[src/hdl/maf_pkg.sv]
// ---------------------------------------------------------------------------
// maf_pkg
// Shared widths, codes and transaction types of the message admission filter.
// ---------------------------------------------------------------------------
package maf_pkg;

  // Depth of the ring of recently accepted signatures
  localparam int unsigned RecentDepth = 8;
  localparam int unsigned RecentIdxW  = (RecentDepth > 1) ? $clog2(RecentDepth) : 1;

  localparam int unsigned SigW     = 64;
  localparam int unsigned TimeW    = 32;
  localparam int unsigned TokW     = 8;
  localparam int unsigned PeriodW  = 16;
  localparam int unsigned CountW   = 32;
  localparam int unsigned ReasonW  = 3;
  localparam int unsigned CfgIdxW  = 2;
  localparam int unsigned CfgDataW = 16;

  // Drop reason codes
  localparam logic [ReasonW-1:0] ReasonOk       = 3'd0;
  localparam logic [ReasonW-1:0] ReasonNotReady = 3'd1;
  localparam logic [ReasonW-1:0] ReasonRepeat   = 3'd2;
  localparam logic [ReasonW-1:0] ReasonRate     = 3'd3;
  localparam logic [ReasonW-1:0] ReasonQueue    = 3'd4;

  // Configuration register indexes
  localparam logic [CfgIdxW-1:0] CfgStoreReady = 2'd0;
  localparam logic [CfgIdxW-1:0] CfgBurst      = 2'd1;
  localparam logic [CfgIdxW-1:0] CfgPeriod     = 2'd2;

  // Reset values of the configuration
  localparam logic [TokW-1:0]    BurstReset  = 8'd4;
  localparam logic [PeriodW-1:0] PeriodReset = 16'd60000;

  // Classified item from the front to the back
  typedef struct packed {
    logic [SigW-1:0]    sig;
    logic [TimeW-1:0]   now;
    logic               qfull;
    logic [ReasonW-1:0] reason;  // ReasonOk when the front checks passed
  } cmd_t;

  // Status returned from the back to the front
  typedef struct packed {
    logic            done;    // item finished, result written
    logic            commit;  // item admitted, record its signature
    logic [SigW-1:0] sig;
  } back_stat_t;

  // One result transaction
  typedef struct packed {
    logic               accepted;
    logic [ReasonW-1:0] reason;
    logic [CountW-1:0]  drops;
    logic [TokW-1:0]    tokens;
  } result_t;

endpackage

[src/hdl/message_admission_filter.sv]
// Path from push to result: through the bucket refill divider and token use,
// straight to token use with a zero refill period, or straight to the result
// for a not-ready or repeat drop. Only one item is in flight; a new arrival is
// taken once the last one is finished. Reset (rst_ni low, async) empties both
// queues, loads the bucket with 4 tokens, clears the ring, refill time and
// drop counter, and restores configuration defaults.
// ---------------------------------------------------------------------------
// message_admission_filter
// Admission filter: readiness, repeat filter, token bucket and queue check.
// ---------------------------------------------------------------------------
module message_admission_filter (
  input  logic                           clk_i,
  input  logic                           rst_ni,
  // arrival queue side
  input  logic                           push,
  output logic                           full,
  input  logic [maf_pkg::SigW-1:0]       signature_i,
  input  logic [maf_pkg::TimeW-1:0]      now_ms_i,
  input  logic                           queue_full_i,
  // result queue side
  output logic                           empty,
  input  logic                           pop,
  output logic                           accepted_o,
  output logic [maf_pkg::ReasonW-1:0]    drop_reason_o,
  output logic [maf_pkg::CountW-1:0]     drop_count_o,
  output logic [maf_pkg::TokW-1:0]       tokens_left_o,
  // configuration write channel
  input  logic                           cfg_valid,
  output logic                           cfg_ready,
  input  logic [maf_pkg::CfgIdxW-1:0]    cfg_index_i,
  input  logic [maf_pkg::CfgDataW-1:0]   cfg_data_i
);
  import maf_pkg::*;

  logic               store_ready_q;
  logic [TokW-1:0]    burst_q;
  logic [PeriodW-1:0] period_q;
  logic               cfg_wr;

  logic               cmd_valid, cmd_ready;
  cmd_t               cmd;
  back_stat_t         stat;
  logic               res_wr, res_full;
  result_t            res_wdata, res_rdata;

  // Configuration registers, always ready
  assign cfg_ready = 1'b1;
  assign cfg_wr    = cfg_valid && cfg_ready;

  always_ff @(posedge clk_i or negedge rst_ni) begin
    if (!rst_ni) begin
      store_ready_q <= 1'b0;
      burst_q       <= BurstReset;
      period_q      <= PeriodReset;
    end else if (cfg_wr) begin
      case (cfg_index_i)
        CfgStoreReady: store_ready_q <= cfg_data_i[0];
        CfgBurst:      burst_q       <= cfg_data_i[TokW-1:0];
        CfgPeriod:     period_q      <= cfg_data_i[PeriodW-1:0];
        default: begin
        end
      endcase
    end
  end

  maf_front u_front (
    .clk_i         (clk_i),
    .rst_ni        (rst_ni),
    .push_i        (push),
    .full_o        (full),
    .signature_i   (signature_i),
    .now_ms_i      (now_ms_i),
    .queue_full_i  (queue_full_i),
    .store_ready_i (store_ready_q),
    .cmd_valid_o   (cmd_valid),
    .cmd_ready_i   (cmd_ready),
    .cmd_o         (cmd),
    .stat_i        (stat)
  );

  maf_back u_back (
    .clk_i       (clk_i),
    .rst_ni      (rst_ni),
    .cmd_valid_i (cmd_valid),
    .cmd_ready_o (cmd_ready),
    .cmd_i       (cmd),
    .burst_i     (burst_q),
    .period_i    (period_q),
    .res_full_i  (res_full),
    .res_wr_o    (res_wr),
    .res_o       (res_wdata),
    .stat_o      (stat)
  );

  maf_resq u_resq (
    .clk_i   (clk_i),
    .rst_ni  (rst_ni),
    .wr_i    (res_wr),
    .wdata_i (res_wdata),
    .full_o  (res_full),
    .empty_o (empty),
    .pop_i   (pop),
    .rdata_o (res_rdata)
  );

  assign accepted_o    = res_rdata.accepted;
  assign drop_reason_o = res_rdata.reason;
  assign drop_count_o  = res_rdata.drops;
  assign tokens_left_o = res_rdata.tokens;

endmodule

[src/hdl/maf_div.sv]
// ---------------------------------------------------------------------------
// maf_div
// Restoring divider, 32-bit dividend by 16-bit divisor, one quotient bit
// per cycle.
// ---------------------------------------------------------------------------
module maf_div (
  input  logic                         clk_i,
  input  logic                         rst_ni,
  input  logic                         start_i,
  input  logic [maf_pkg::TimeW-1:0]    dividend_i,
  input  logic [maf_pkg::PeriodW-1:0]  divisor_i,
  output logic                         done_o,
  output logic [maf_pkg::TimeW-1:0]    quot_o
);
  import maf_pkg::*;

  localparam int unsigned CntW = $clog2(TimeW);
  localparam logic [CntW-1:0] LastStep = CntW'(TimeW - 1);

  logic                busy_q, busy_d;
  logic                done_q, done_d;
  logic [CntW-1:0]     cnt_q, cnt_d;
  logic [PeriodW-1:0]  rem_q, rem_d;
  logic [PeriodW-1:0]  dvs_q, dvs_d;
  logic [TimeW-1:0]    quo_q, quo_d;
  logic [PeriodW:0]    trial;
  logic [PeriodW:0]    diff;
  logic                ge;

  // One restoring step: shift in the next dividend bit, subtract if it fits
  assign trial = {rem_q, quo_q[TimeW-1]};
  assign ge    = trial >= {1'b0, dvs_q};
  assign diff  = trial - {1'b0, dvs_q};

  always_comb begin
    busy_d = busy_q;
    done_d = 1'b0;
    cnt_d  = cnt_q;
    rem_d  = rem_q;
    dvs_d  = dvs_q;
    quo_d  = quo_q;
    if (start_i) begin
      busy_d = 1'b1;
      cnt_d  = '0;
      rem_d  = '0;
      dvs_d  = divisor_i;
      quo_d  = dividend_i;
    end else if (busy_q) begin
      rem_d = ge ? diff[PeriodW-1:0] : trial[PeriodW-1:0];
      quo_d = {quo_q[TimeW-2:0], ge};
      cnt_d = cnt_q + 1'b1;
      if (cnt_q == LastStep) begin
        busy_d = 1'b0;
        done_d = 1'b1;
      end
    end
  end

  // Hold control state under reset
  always_ff @(posedge clk_i or negedge rst_ni) begin
    if (!rst_ni) begin
      busy_q <= 1'b0;
      done_q <= 1'b0;
      cnt_q  <= '0;
    end else begin
      busy_q <= busy_d;
      done_q <= done_d;
      cnt_q  <= cnt_d;
    end
  end

  // Advance the datapath
  always_ff @(posedge clk_i) begin
    rem_q <= rem_d;
    dvs_q <= dvs_d;
    quo_q <= quo_d;
  end

  assign done_o = done_q;
  assign quot_o = quo_q;

endmodule

[src/hdl/maf_front.sv]
// ---------------------------------------------------------------------------
// maf_front
// Accepts arrivals, checks store readiness and repeats against the ring of
// recent signatures, and queues the classified item for the back.
// ---------------------------------------------------------------------------
module maf_front (
  input  logic                        clk_i,
  input  logic                        rst_ni,
  input  logic                        push_i,
  output logic                        full_o,
  input  logic [maf_pkg::SigW-1:0]    signature_i,
  input  logic [maf_pkg::TimeW-1:0]   now_ms_i,
  input  logic                        queue_full_i,
  input  logic                        store_ready_i,
  output logic                        cmd_valid_o,
  input  logic                        cmd_ready_i,
  output maf_pkg::cmd_t               cmd_o,
  input  maf_pkg::back_stat_t         stat_i
);
  import maf_pkg::*;

  localparam int unsigned QDepth = 2;
  localparam logic [RecentIdxW-1:0] LastIdx = RecentIdxW'(RecentDepth - 1);

  logic                   busy_q;
  logic                   in_vld_q;
  logic [SigW-1:0]        in_sig_q;
  logic [TimeW-1:0]       in_now_q;
  logic                   in_qfull_q;
  logic                   take;

  logic [SigW-1:0]        ring_q [RecentDepth];
  logic [RecentDepth-1:0] ring_vld_q;
  logic [RecentIdxW-1:0]  widx_q;
  logic [RecentDepth-1:0] hit;
  logic                   repeat_hit;
  cmd_t                   cls;

  cmd_t                   cq_q [QDepth];
  logic                   cq_wptr_q, cq_rptr_q;
  logic [1:0]             cq_cnt_q;
  logic                   cq_push, cq_pop;

  // One item in flight from acceptance until the back reports it done
  assign take   = push_i && !busy_q;
  assign full_o = busy_q;

  always_ff @(posedge clk_i or negedge rst_ni) begin
    if (!rst_ni) begin
      busy_q   <= 1'b0;
      in_vld_q <= 1'b0;
    end else begin
      if (take) begin
        busy_q <= 1'b1;
      end else if (stat_i.done) begin
        busy_q <= 1'b0;
      end
      if (take) begin
        in_vld_q <= 1'b1;
      end else if (cq_push) begin
        in_vld_q <= 1'b0;
      end
    end
  end

  // Capture the arriving transaction
  always_ff @(posedge clk_i) begin
    if (take) begin
      in_sig_q   <= signature_i;
      in_now_q   <= now_ms_i;
      in_qfull_q <= queue_full_i;
    end
  end

  // Compare against every recorded signature in parallel
  always_comb begin
    for (int i = 0; i < RecentDepth; i++) begin
      hit[i] = ring_vld_q[i] && (ring_q[i] == in_sig_q);
    end
  end
  assign repeat_hit = (|hit) && (in_sig_q != '0);

  // Classify the item
  always_comb begin
    cls.sig   = in_sig_q;
    cls.now   = in_now_q;
    cls.qfull = in_qfull_q;
    if (!store_ready_i) begin
      cls.reason = ReasonNotReady;
    end else if (repeat_hit) begin
      cls.reason = ReasonRepeat;
    end else begin
      cls.reason = ReasonOk;
    end
  end

  // Record admitted signatures
  always_ff @(posedge clk_i or negedge rst_ni) begin
    if (!rst_ni) begin
      ring_vld_q <= '0;
      widx_q     <= '0;
    end else if (stat_i.commit) begin
      ring_vld_q[widx_q] <= 1'b1;
      widx_q <= (widx_q == LastIdx) ? '0 : widx_q + 1'b1;
    end
  end

  always_ff @(posedge clk_i) begin
    if (stat_i.commit) begin
      ring_q[widx_q] <= stat_i.sig;
    end
  end

  // Command queue toward the back
  assign cq_push     = in_vld_q && (cq_cnt_q != 2'(QDepth));
  assign cq_pop      = cmd_ready_i && (cq_cnt_q != 2'd0);
  assign cmd_valid_o = cq_cnt_q != 2'd0;
  assign cmd_o       = cq_q[cq_rptr_q];

  always_ff @(posedge clk_i or negedge rst_ni) begin
    if (!rst_ni) begin
      cq_wptr_q <= 1'b0;
      cq_rptr_q <= 1'b0;
      cq_cnt_q  <= 2'd0;
    end else begin
      if (cq_push) begin
        cq_wptr_q <= ~cq_wptr_q;
      end
      if (cq_pop) begin
        cq_rptr_q <= ~cq_rptr_q;
      end
      if (cq_push && !cq_pop) begin
        cq_cnt_q <= cq_cnt_q + 2'd1;
      end else if (cq_pop && !cq_push) begin
        cq_cnt_q <= cq_cnt_q - 2'd1;
      end
    end
  end

  always_ff @(posedge clk_i) begin
    if (cq_push) begin
      cq_q[cq_wptr_q] <= cls;
    end
  end

endmodule

[src/hdl/maf_resq.sv]
// ---------------------------------------------------------------------------
// maf_resq
// Two-entry result queue between the back and the result ports.
// ---------------------------------------------------------------------------
module maf_resq (
  input  logic              clk_i,
  input  logic              rst_ni,
  input  logic              wr_i,
  input  maf_pkg::result_t  wdata_i,
  output logic              full_o,
  output logic              empty_o,
  input  logic              pop_i,
  output maf_pkg::result_t  rdata_o
);
  import maf_pkg::*;

  localparam int unsigned QDepth = 2;

  result_t    mem_q [QDepth];
  logic       wptr_q, rptr_q;
  logic [1:0] cnt_q;
  logic       do_pop;

  assign full_o  = cnt_q == 2'(QDepth);
  assign empty_o = cnt_q == 2'd0;
  assign do_pop  = pop_i && !empty_o;
  assign rdata_o = mem_q[rptr_q];

  // Advance pointers and fill level
  always_ff @(posedge clk_i or negedge rst_ni) begin
    if (!rst_ni) begin
      wptr_q <= 1'b0;
      rptr_q <= 1'b0;
      cnt_q  <= 2'd0;
    end else begin
      if (wr_i) begin
        wptr_q <= ~wptr_q;
      end
      if (do_pop) begin
        rptr_q <= ~rptr_q;
      end
      if (wr_i && !do_pop) begin
        cnt_q <= cnt_q + 2'd1;
      end else if (do_pop && !wr_i) begin
        cnt_q <= cnt_q - 2'd1;
      end
    end
  end

  always_ff @(posedge clk_i) begin
    if (wr_i) begin
      mem_q[wptr_q] <= wdata_i;
    end
  end

endmodule

[src/hdl/maf_back.sv]
// ---------------------------------------------------------------------------
// maf_back
// Carries out classified items: token bucket refill through the divider,
// token use, drop counting and result generation.
// ---------------------------------------------------------------------------
module maf_back (
  input  logic                          clk_i,
  input  logic                          rst_ni,
  input  logic                          cmd_valid_i,
  output logic                          cmd_ready_o,
  input  maf_pkg::cmd_t                 cmd_i,
  input  logic [maf_pkg::TokW-1:0]      burst_i,
  input  logic [maf_pkg::PeriodW-1:0]   period_i,
  input  logic                          res_full_i,
  output logic                          res_wr_o,
  output maf_pkg::result_t              res_o,
  output maf_pkg::back_stat_t           stat_o
);
  import maf_pkg::*;

  localparam logic [2:0] SIdle   = 3'd0;
  localparam logic [2:0] SDiv    = 3'd1;
  localparam logic [2:0] SMul    = 3'd2;
  localparam logic [2:0] SRefill = 3'd3;
  localparam logic [2:0] STake   = 3'd4;
  localparam logic [2:0] SFin    = 3'd5;

  logic [2:0]                 state_q;
  cmd_t                       cmd_q;
  logic [ReasonW-1:0]         reason_q;
  logic [TokW-1:0]            tok_q;
  logic [TimeW-1:0]           last_q;
  logic [CountW-1:0]          drop_q;
  logic [TimeW-1:0]           due_q;
  logic [TimeW-1:0]           prod_q;

  logic                       take;
  logic                       div_start;
  logic                       div_done;
  logic [TimeW-1:0]           div_quot;
  logic [TimeW-1:0]           elapsed;
  logic [TimeW+PeriodW-1:0]   prod_full;
  logic [TimeW:0]             tok_sum;
  logic [TokW-1:0]            tok_refilled;
  logic [CountW-1:0]          drop_next;

  assign cmd_ready_o = (state_q == SIdle) && !res_full_i;
  assign take        = cmd_valid_i && cmd_ready_o;
  assign div_start   = take && (cmd_i.reason == ReasonOk) && (period_i != '0);
  assign elapsed     = cmd_i.now - last_q;

  maf_div u_div (
    .clk_i      (clk_i),
    .rst_ni     (rst_ni),
    .start_i    (div_start),
    .dividend_i (elapsed),
    .divisor_i  (period_i),
    .done_o     (div_done),
    .quot_o     (div_quot)
  );

  // Refill arithmetic: periods due times period, saturating token add
  assign prod_full    = due_q * period_i;
  assign tok_sum      = {{(TimeW + 1 - TokW){1'b0}}, tok_q} + {1'b0, due_q};
  assign tok_refilled = (tok_sum > {{(TimeW + 1 - TokW){1'b0}}, burst_i}) ? burst_i
                                                                           : tok_sum[TokW-1:0];
  assign drop_next    = (reason_q != ReasonOk) ? drop_q + 1'b1 : drop_q;

  // Sequence one item through refill, token use and result
  always_ff @(posedge clk_i or negedge rst_ni) begin
    if (!rst_ni) begin
      state_q <= SIdle;
      tok_q   <= BurstReset;
      last_q  <= '0;
      drop_q  <= '0;
    end else begin
      case (state_q)
        SIdle: begin
          if (take) begin
            if (cmd_i.reason != ReasonOk) begin
              state_q <= SFin;
            end else if (period_i == '0) begin
              state_q <= STake;
            end else begin
              state_q <= SDiv;
            end
          end
        end
        SDiv: begin
          if (div_done) begin
            state_q <= SMul;
          end
        end
        SMul: begin
          state_q <= SRefill;
        end
        SRefill: begin
          if (due_q != '0) begin
            tok_q  <= tok_refilled;
            last_q <= last_q + prod_q;
          end
          state_q <= STake;
        end
        STake: begin
          if (tok_q != '0) begin
            tok_q <= tok_q - 1'b1;
          end
          state_q <= SFin;
        end
        SFin: begin
          drop_q  <= drop_next;
          state_q <= SIdle;
        end
        default: begin
          state_q <= SIdle;
        end
      endcase
    end
  end

  // Datapath registers of the item at work
  always_ff @(posedge clk_i) begin
    if (take) begin
      cmd_q    <= cmd_i;
      reason_q <= cmd_i.reason;
    end
    if (state_q == SDiv && div_done) begin
      due_q <= div_quot;
    end
    if (state_q == SMul) begin
      prod_q <= prod_full[TimeW-1:0];
    end
    if (state_q == STake) begin
      if (tok_q == '0) begin
        reason_q <= ReasonRate;
      end else if (cmd_q.qfull) begin
        reason_q <= ReasonQueue;
      end else begin
        reason_q <= ReasonOk;
      end
    end
  end

  // Write the result and report back to the front
  assign res_wr_o        = state_q == SFin;
  assign res_o.accepted  = reason_q == ReasonOk;
  assign res_o.reason    = reason_q;
  assign res_o.drops     = drop_next;
  assign res_o.tokens    = tok_q;
  assign stat_o.done     = state_q == SFin;
  assign stat_o.commit   = (state_q == SFin) && (reason_q == ReasonOk);
  assign stat_o.sig      = cmd_q.sig;

endmodule

[config.mk]
export PLATFORM = sky130hd
export DESIGN_NAME = message_admission_filter
export DESIGN_NICKNAME = d
export VERILOG_FILES = /design/src/hdl/maf_pkg.sv /design/src/hdl/message_admission_filter.sv /design/src/hdl/maf_div.sv /design/src/hdl/maf_front.sv /design/src/hdl/maf_resq.sv /design/src/hdl/maf_back.sv
export SDC_FILE = /design/constraint.sdc
export NUM_CORES = 2
export LEC_CHECK = 0
export BUFFER_PORTS_ARGS = -buffer_cell sky130_fd_sc_hd__buf_2
export CORE_UTILIZATION = 40
export CTS_BUF_LIST = sky130_fd_sc_hd__clkbuf_4 sky130_fd_sc_hd__clkbuf_8
export CTS_CLUSTER_DIAMETER = 60
export DETAILED_ROUTE_END_ITERATION = 16
export HOLD_SLACK_MARGIN = 0.1
export PLACE_DENSITY = 0.67
export RECOVER_POWER = 25
export SETUP_SLACK_MARGIN = 0.15
export SKIP_CTS_REPAIR_TIMING = 1
export SYNTH_ARGS = -nofsm -noshare
export SYNTH_HDL_FRONTEND = slang
export SYNTH_SLANG_ARGS = --single-unit
[constraint.sdc]
create_clock -name clk_i -period 10.8 [get_ports clk_i]
set_input_delay 2.16 -clock clk_i [delete_from_list [all_inputs] [get_ports clk_i]]
set_output_delay 2.16 -clock clk_i [all_outputs]
set_load 0.005 [all_outputs]
==> impl_results.md <==
- Status: finished with violations
- Violations in the final reports: max-capacitance violations, max-slew violations
- First-pass GRT wire length: 264 mm
- Avg WL per Cell: 24.3 um
- Maximum VDD drop: 923 uV
- Post-Route Skew: 0.100 ns
- Number of CTS-inserted buffers: 206
- Worst-Skew Late Latency: 1.00 ns
- Async SR Flop Fraction: 0.105
- Vias post-DR: 40217
- Post-Syn Nets: 5492
- Cells after synthesis: 4896
- Rows: 145
- CTS tree: done
- Yosys top cell area share: 0.508
- WL final: 179 mm
- Post-layout net count: 5737
- Synth area leaders: edfxtp_1 51%, fa_1 9.7%, xnor2_1 5.0%
- Tmin final: 8.23 ns
- Detailed Place HPWL: 122 mm
- Clock sinks: 1219
- CP bufs+invs: 4
- Starting Density: 0.405
- Post-synth EDFFs: 1075
- Largest net degree at the start of global routing: 75
- Share of post-route cells with drive strength above 1: 0.146
- CP peak stage delay: 1.46 ns
- DRT iter0 DRCs: 4195
- GRT Residual Overflow: 0
- Seq/Total Area, Yosys: 0.564
- Port-buffer cells: 165
- Worst-path fanout max: 34
- Core area: 0.157 mm^2
- Die width: 401 um
- Layout area overhead: 12.1%
- Setup TNS: 0 ns
- Yosys Warn Count: 0
- Root buf cell: clkbuf_8
- Synth cell types: 86
- Largest area contributor in the netlist: edfxtp_1
- CP endpoint kind: flop
- Top post-synthesis cells by count: 1075 x edfxtp_1, 512 x inv_1, 438 x nand2_1
- CP cell instances: clkbuf_1, nand2_1, fa_1, fa_1, fa_1, inv_1, fa_1, fa_1, inv_1, fa_1, inv_1, ha_1, a21o_1, a21o_1, a21oi_1, nor2_1, a211oi_1, o211ai_1, a221oi_1, o21ai_1, o41ai_1, xnor2_1
- WP data arrival: 8.88 ns
- Top delay family on crit path: adder cells
- Mapped Area: 0.0635 mm^2
- Ys flop type: edfxtp_1
- GRT Overall Usage: 0.223
- H-Tree Depth: 4
- Clock Tree Buf Depth: 3
- DIE AREA: 0.160 mm^2
- Startpoint types: flop
- Smallest hold slack: 0.389 ns
- Count of final hold-check violations: 0
- Total iterations of the first detailed-routing run: 9
- Die Ht: 401 um
- I/O Pins: 167
- Count leader, synth: edfxtp_1
- Worst-path clk slew: 0.06 ns
- CP dominant cell by count: fa_1
- #FFs+latches synth: 1219
- Total power divided by cell area: 369 mW/mm^2
- DR DRC count: 0
- Fin crit share: 0.762
- Slowest stage cell, crit path: clkbuf_1
- GP Congestion: 0.953
- RSZ-0062 raised after global routing: false
- Initial antenna violation count: 12
- Leak: 27.0 nW
- Setup violations, final: 0
- Via/cell ratio: 5.45
- Slew Viols, Final: 164
- Synthesized area per cell: 13.0 um^2
- Antenna Violating Nets Remaining: 0
- Hold crit path type: flop to flop
- Worst slew pin tran: 2.04 ns
- Vias in the first global route: 39769
- Max Clock Freq: 0.121 GHz
- Relative slew slack: -0.361
- Setup CP Type: flop to flop
- Worst Path Required: 11.45 ns
- Max cap viols: 8
## cells by family (layout without fill, tap and decap cells)
logic type / Yosys count / after routing / synth area share
muxes: 187 / 187 / 0.0328
adders and majority gates: 476 / 476 / 0.130
other: 1 / 3 / 0.0000590
DFF: 1219 / 1219 / 0.564
AOI/OAI and AO/OA: 541 / 541 / 0.0566
buffers and inverters: 725 / 1149 / 0.0432
and+or+nand+nor: 1135 / 1135 / 0.0893
xor gates and xnor gates: 612 / 612 / 0.0843
## stage by stage
step           area, um^2  utilization  power, W  setup WS (ns)  instances
3_3_place_gp        66900        0.426    0.0217           3.65       6991
6_report            71200        0.454    0.0263           2.57       7380
4_1_cts             71400        0.455    0.0264           3.56       7378
5_1_grt             71200        0.454    0.0283           2.19       7379
3_5_place_dp        66900        0.426    0.0218           3.62       6991
2_1_floorplan       63500            -    0.0176           2.73       4896
## layout by cell type, fill, tap and decap left out, types with 13 or more instances in the layout
master,instances
a211oi_1,20
a21o_1,48
a21oi_1,111
a221oi_1,22
a31oi_1,14
and2_1,147
and3_1,20
buf_2,164
buf_4,39
clkbuf_1,45
clkbuf_4,78
clkbuf_8,215
clkinv_1,41
clkinv_2,24
dfrtp_1,117
dfxtp_1,16
edfxtp_1,1075
fa_1,308
ha_1,168
inv_1,511
mux2_2,164
mux2i_1,22
nand2_1,437
nand2b_1,23
nand3_1,58
nand4_1,100
nor2_1,102
nor3_1,58
nor4_1,94
o21a_1,18
o21ai_0,109
o21ai_1,15
o22ai_1,39
o2bb2ai_1,13
or2_2,16
xnor2_1,364
xor2_1,248
## sequential cells by signal (all words and copies together), names as in the netlist, 2 cells and up
register / flops
u_front.widx_q: 3
u_back.reason_q: 3
u_back.last_q: 32
u_back.tok_q: 8
u_back.u_div.rem_q: 16
u_back.u_div.dvs_q: 16
u_front.ring_vld_q: 8
burst_q: 8
u_back.u_div.cnt_q: 5
u_back.due_q: 32
u_front.in_now_q: 32
u_back.prod_q: 32
u_resq.mem_q: 88
period_q: 16
u_front.in_sig_q: 64
u_back.drop_q: 32
u_back.stat_o: 64
u_front.ring_q: 512
u_front.cq_q: 198
u_back.u_div.quot_o: 32
u_front.cq_cnt_q: 2
u_resq.cnt_q: 2
u_back.state_q: 3
## power by group
part / switching (W) / internal, W
Combinational: 0.00867 / 0.00615
Clock: 0.00204 / 0.00239
Sequential: 0.000599 / 0.00641
## layout make-up
class | instances | area [um^2]
Sequential cell | 1219 | 35800
Tap cell | 2058 | 2570
Clock buffer | 293 | 3540
Clock inverter | 94 | 976
Inverter | 513 | 1930
Fill cell | 14016 | 85700
Timing Repair Buffer | 249 | 1290
Antenna cell | 2 | 5.00
Multi-Input combinational cell | 2952 | 25100
## per-layer routing
metal,GRT usage,wire length [um],vias up
li1,-,-,17648
met1,0.309,74800,20401
met2,0.353,83300,1836
met3,0.0355,15000,330
met4,0.0799,6060,2
met5,0,19,-
## worst paths after layout
path / cells past startpoint / startpoint / end / slack [ns]
min: 0 / u_front.in_now_q[24] / u_front.cq_q[1][28] / 0.39
max reg2reg: 22 / period_q[1] / u_back.prod_q[31] / 2.57
max: 22 / period_q[1] / u_back.prod_q[31] / 2.57
max in group asynchronous: 2 / rst_ni / u_front.cq_rptr_q / 7.88
min in group asynchronous: 1 / rst_ni / u_back.last_q[16] / 1.23
min reg2reg: 0 / u_front.in_now_q[24] / u_front.cq_q[1][28] / 0.39
Power figures use the tool's default switching activity.
